<file path="src/sv/lvs_pkg.sv">
// lvs_pkg: shared widths, constants and types for the line voxel sampler
// no dependencies
`default_nettype none
package lvs_pkg;
  localparam int MaxStepsDef = 63;
  localparam int StepW = 17;
  localparam logic [16:0] StepReset = 17'd6554;
  localparam logic [16:0] StepMax = 17'd65536;
  localparam logic [32:0] BigMag = 33'h400000;

  typedef struct packed {
    logic start;
    logic [63:0] num;
    logic [47:0] den;
  } div_req_t;

  typedef struct packed {
    logic done;
    logic [63:0] quo;
  } div_rsp_t;
endpackage
`default_nettype wire

</file>
<file path="src/sv/lvs_div.sv">
// lvs_div: shared restoring divider, one quotient bit per cycle
// depends on lvs_pkg
`default_nettype none
module lvs_div (
  input  logic clk,
  input  logic rst,
  input  lvs_pkg::div_req_t req,
  output lvs_pkg::div_rsp_t rsp
);
  import lvs_pkg::*;
  logic [63:0] q;
  logic [48:0] rem;
  logic [47:0] den;
  logic [6:0] cnt;
  logic busy;
  logic done;
  logic [48:0] trial;

  always_comb begin
    trial = {rem[47:0], q[63]} - {1'b0, den};
  end

  always_ff @(posedge clk) begin
    if (rst) begin
      busy <= 1'b0;
      done <= 1'b0;
      cnt <= '0;
    end else begin
      done <= 1'b0;
      if (req.start) begin
        busy <= 1'b1;
        q <= req.num;
        rem <= '0;
        den <= req.den;
        cnt <= 7'd64;
      end else if (busy) begin
        if (!trial[48]) begin
          rem <= trial;
          q <= {q[62:0], 1'b1};
        end else begin
          rem <= {rem[47:0], q[63]};
          q <= {q[62:0], 1'b0};
        end
        cnt <= cnt - 7'd1;
        if (cnt == 7'd1) begin
          busy <= 1'b0;
          done <= 1'b1;
        end
      end
    end
  end
  assign rsp = '{done: done, quo: q};
endmodule
`default_nettype wire

</file>
<file path="config.mk">
export PLATFORM = sky130hd
export DESIGN_NAME = lvs_div
export DESIGN_NICKNAME = d
export VERILOG_FILES = /design/src/sv/lvs_pkg.sv /design/src/sv/lvs_div.sv
export SDC_FILE = /design/constraint.sdc
export NUM_CORES = 1
export LEC_CHECK = 0
export BUFFER_PORTS_ARGS = -buffer_cell sky130_fd_sc_hd__clkbuf_2
export CAP_MARGIN = 20
export CORE_ASPECT_RATIO = 0.5
export CORE_MARGIN = 10
export CORE_UTILIZATION = 26
export CTS_CLUSTER_DIAMETER = 80
export DETAILED_ROUTE_END_ITERATION = 12
export GPL_TIMING_DRIVEN = 0
export PLACE_DENSITY = 0.46
export SLEW_MARGIN = 25
export SYNTH_ARGS = -nofsm -noshare
export SYNTH_HDL_FRONTEND = slang
export SYNTH_SLANG_ARGS = --single-unit
</file>
<file path="constraint.sdc">
create_clock -name clk -period 10.7 [get_ports clk]
set_input_delay 1.605 -clock clk [delete_from_list [all_inputs] [get_ports clk]]
set_output_delay 1.605 -clock clk [all_outputs]
set_load 0.01 [all_outputs]
</file>
Word level (Yosys, flattened, before mapping)
Cells that the tools add are included.
{"block": "totals", "regBits": 169, "inputBits": 115, "elab_cells": 28}
{"block": "classes", "n_addsub": 2, "eq_ne": 1, "muxes": 11, "n_bitwise": 2, "reduce_logical": 5}
{"cell": "64-bit two-way mux", "count": 2}
{"cell": "48-bit two-way mux", "count": 2}
{"cell": "49-bit by 48-bit subtractor with 49-bit output", "count": 1}
{"cell": "7-bit two-way mux", "count": 2}
{"cell": "7-bit by 1-bit == test with 1-bit output (second input constant)", "count": 1}
{"cell": "7-bit by 1-bit subtractor with 7-bit output (second input constant)", "count": 1}
{"cell": "1-bit two-way mux", "count": 5}
{"cell": "2-bit AND reduction", "count": 2}
{"cell": "3-bit OR reduction", "count": 1}
{"cell": "1-bit NOT", "count": 2}
{"cell": "2-bit nonzero test", "count": 1}
{"cell": "2-bit OR reduction", "count": 1}

Depth between registers and ports, before layout
{"block": "depth", "word_depth": 4, "mapped_depth": 14, "depth_no_buf": 13}

Worst setup path before layout
Ideal clock, no wire load.
{"block": "synth_path", "path_kind": "input port to flip-flop", "start": "input req[112] (netlist bit)", "end": "register q[0] (enable)", "setup_time_ps": 584, "arrival_ps": 7179, "required_time_ps": 10116, "slack_ps": 2937, "path_stages": 5, "cell_sequence": "clkbuf_1 buf_1 clkbuf_1 nor2_1 nor2_1"}
{"block": "synth_between", "elab_chain_cells": 2}
{"element": "from (decl)", "line": "lvs_div.sv:7", "text": "input lvs_pkg::div_req_t req,"}
{"element": "2-bit nonzero test (no line)"}
{"element": "2-bit AND reduction (no line)"}
{"element": "to (signal assigned)", "line": "lvs_div.sv:32", "text": "q <= req.num;"}
{"element": "to (signal assigned)", "line": "lvs_div.sv:39", "text": "q <= {q[62:0], 1'b1};"}
{"element": "to (signal assigned)", "line": "lvs_div.sv:42", "text": "q <= {q[62:0], 1'b0};"}
{"element": "to (decl)", "line": "lvs_div.sv:11", "text": "logic [63:0] q;"}
No other way between the ends.
A chain may end at the register's enable or synchronous reset.

Worst setup path in the final report
{"block": "layout_path", "start": "register q[63]", "end": "register rem[23], data pin"}
{"block": "layout_between", "elab_chain_cells": 3}
{"element": "49-bit by 48-bit subtractor with 49-bit output", "line": "lvs_div.sv:20", "text": "trial = {rem[47:0], q[63]} - {1'b0, den};"}
{"element": "48-bit two-way mux", "line": "lvs_div.sv:37", "text": "if (!trial[48]) begin"}
{"element": "48-bit two-way mux", "line": "lvs_div.sv:36", "text": "end else if (busy) begin"}
{"element": "to (signal assigned)", "line": "lvs_div.sv:38", "text": "rem <= trial;"}
{"element": "to (signal assigned)", "line": "lvs_div.sv:41", "text": "rem <= {rem[47:0], q[63]};"}
{"element": "to (decl)", "line": "lvs_div.sv:12", "text": "logic [48:0] rem;"}
No other way between the ends. The select of a mux whose other input is x is not followed.

==> summary.txt <==
Setup path
  – Worst reg2reg endpoint: rem[23]$_SDFFCE_PP0P_
  – Buffers & Inverters on Critical Path: 2
  – RR Startpoint: q[63]$_DFFE_PP_
  – Worst Path Arrival: 4.58 ns
  – Critical Path RT: 10.98 ns
  – Critical path launch point: q[63]$_DFFE_PP_
  – Reg2reg path depth: 13
  – Crit Path Category: flop to flop
  – Crit path largest cell delay: 0.63 ns
  – Worst path slowest cell: clkbuf_1
  – Crit end category: flop
  – CP max FO: 10
  – Critical Path End: rem[23]$_SDFFCE_PP0P_
  – CP Cell Sequence: inv_1, ha_1, fa_1, nand2b_1, a21o_1, a31o_1, a21bo_1, a2111o_1, a21oi_2, mux2i_2, clkbuf_1, nand3_1, a21oi_1
  – R2r setup slk: 6.40 ns
  – CP delay by family, top: compound AO/OA/AOI/OAI gates
  – Startpoint types: flop
  – Stages on the worst setup path: 13

Pwr
  – Pwr/cell area: 173 nW/um2
  – Overall Power: 0.00204 W
  – Static Leakage: 4.92 nW
  – Clk pwr share: 0.328
  – Peak supply drop: 0.129 mV
  – Sequential power share: 0.404
  – Combinational fraction of design power: 0.268
  – Internal power: 0.00140 W
  – NetSw: 0.000635 W
  – Sw frac: 0.311

Detailed routing
  – First drt pass iteration count: 5
  – Vias/cell: 4.62
  – Detailed Route WL: 26000 um
  – WL/cell: 17.0 um
  – Via count: 7083
  – ANT nets after route: 0
  – DRT iter0 DRCs: 504
  – DRC violations left: 0

Synth
  – Number of synthesized flops with an enable pin: 160
  – Post-synth cell types: 64
  – Synth warn: 0
  – Synth area leader: edfxtp_1
  – Syn Nets: 1000
  – Synthesized cell area: 9540 um2
  – Most used DFF post-synth: edfxtp_1
  – Post-synth top cells: 160 x edfxtp_1, 72 x nor2_1, 64 x a21oi_1, 63 x mux2_2, 60 x inv_1
  – Synth area leaders: edfxtp_1 50%, mux2_2 7.4%, ha_1 6.6%, a21oi_1 3.4%, mux2i_1 2.9%
  – Post-Syn Area per Cell: 11.4 um2
  – Post-synthesis sequential area ratio: 0.522
  – #FFs+latches synth: 169
  – Top-area cell type share of the netlist area: 0.503
  – Gate Count Post-Synth: 834
  – Async S/R FF share, synth: 0
  – Count leader, synth: edfxtp_1

Place
  – DP HPWL: 20000 um
  – Placed cell area: 11200 um2
  – GPL Wtd Cong: 0.828
  – IO Port Bufs: 178
  – Cells after DPL: 1502

Layout
  – ANT cells: 0
  – Final instance area: 11800 um2
  – Area grow syn2layout: 23.8%
  – Fill cell total of the finished layout: 3707
  – Fin nets: 1203
  – Post-route non-filler standard cell count: 1534
  – Multi-input gate area: 4190 um2
  – Sequential standard cell area: 4980 um2
  – Layout cells sized above 1: 0.287

Min path
  – Min-Delay Path Depth: 2
  – HP Class: flop to flop

Floorplanning
  – IO Pins: 180
  – Die Ht: 155 um
  – CORE AREA: 36000 um2
  – Starting density of the core: 0.265
  – Num rows: 49
  – Die Wd: 291 um
  – Die area: 45200 um2

Clock tree
  – CTS HTree Levels: 4
  – Clock transition at path regs: 0.07 ns
  – Post-CTS Setup Inserts: 0
  – Clk_lat worst skew: 0.45 ns
  – Total CTS buffers: 17
  – Num Clock Sinks: 169
  – CTS tree: yes
  – Max clock buf depth: 2
  – Root buf cell: clkbuf_16
  – Post-CTS resize count: 0
  – Hold_buf cts: 0

STA
  – Tcrit/Tclk final: 0.402
  – RSZ-0062 raised after global routing: false
  – Final setup vio count: 0
  – Relative slew slack: 0.357
  – Clk_skew: 0.00991 ns
  – Post-route minimum period: 4.30 ns
  – Fmax: 0.232 GHz
  – Worst Max-Slew Pin Slew: 0.962 ns
  – Fin. Hold Viols: 0
  – Slew Viols, Final: 0
  – WHS: 0.504 ns

Flow run
  – Max cap viols: 0

GRT
  – Gr usage total: 0.114
  – Vias in the first global route: 7261
  – Largest net degree at the start of global routing: 27
  – Grt ovf: 0
  – Global-route wire length before repair: 40800 um
  – Initial antenna violation count: 0

Outcome
  – Status: finished, final reports clean
==> layer usage <==
layer	global-route usage	up-vias	share of wire
met5	0	-	0
met4	0.0298	0	0.011
met3	0.0285	17	0.035
met2	0.204	122	0.52
met1	0.136	3471	0.44
li1	-	3473	-
==> power by group through the flow <==
stage / registers, W / clock network [W] / logic, W
floorplan: 0.000844 / 0 / 0.000387
global route: 0.000832 / 0.000720 / 0.000612
detailed placement: 0.000840 / 0 / 0.000546
finish: 0.000825 / 0.000669 / 0.000546
CTS: 0.000826 / 0.000689 / 0.000550
global placement: 0.000847 / 0 / 0.000534
==> logic make-up after synthesis <==
logic type                 after synthesis  share of synthesized area
AOI/OAI and AO/OA                      175                      0.120
xor gates and xnor gates                46                     0.0422
adders and majority gates               51                     0.0676
buffers and inverters                   93                     0.0404
DFF                                    169                      0.522
muxes                                   92                      0.105
and+or+nand+nor                        208                      0.103
==> how the worst min path moves through the flow <==
stage,slack (ns),startpoint,end
floorplan,0.47,cnt[1]$_SDFFE_PP0P_,cnt[1]$_SDFFE_PP0P_
global placement,0.49,cnt[1]$_SDFFE_PP0P_,cnt[1]$_SDFFE_PP0P_
detailed placement,0.50,cnt[1]$_SDFFE_PP0P_,cnt[1]$_SDFFE_PP0P_
CTS,0.51,cnt[1]$_SDFFE_PP0P_,cnt[1]$_SDFFE_PP0P_
global route,0.54,cnt[1]$_SDFFE_PP0P_,cnt[1]$_SDFFE_PP0P_
finish,0.50,cnt[1]$_SDFFE_PP0P_,cnt[1]$_SDFFE_PP0P_
==> worst min-delay path: stages, from the launching register on <==
cell,delay [ns]
dfxtp_1,0.33
nor2_1,0.08
a211oi_1,0.05
==> registers in the layout, indices dropped and copies added, names as in the netlist <==
register  cells
rem          48
busy          1
q            64
done          1
cnt           7
den          48
==> placed cells by master, fill, tap and decap left out, drive strengths merged, types with 3 or more instances in the layout <==
cell type	n
ha	50
inv	67
a21o	25
o21bai	4
o21a	7
and3	6
a21oi	65
nand3b	4
o22ai	3
nand2b	7
nor2	72
and4	3
buf	18
clkbuf	217
and2	4
a211oi	12
mux2	63
nand4	9
nor3	10
xor2	20
o21ai	25
nand2	55
mux2i	29
a31oi	7
or3	4
a41oi	3
bufinv	3
xnor2	26
nor2b	4
nand3	22
edfxtp	160
dfxtp	9
o211ai	4
==> stage by stage <==
step           setup TNS, ns  setup slack (ns)   util
5_1_grt                    0              6.19  0.328
3_3_place_gp          -76.19            -0.686  0.306
2_1_floorplan              0              2.94      -
6_report                   0              6.40  0.328
4_1_cts                    0              6.41  0.328
3_5_place_dp               0              5.92  0.311
==> area by class of cell <==
type | instances | share of cell area
sequential | 169 | 0.422
multi-input combinational | 572 | 0.355
timing repair buffer | 184 | 0.0875
tap | 484 | 0.0513
clock buffer | 18 | 0.0363
inverter | 60 | 0.0191
clock inverter | 14 | 0.0157
buffer | 33 | 0.0136
Power figures use the tool's default switching activity.
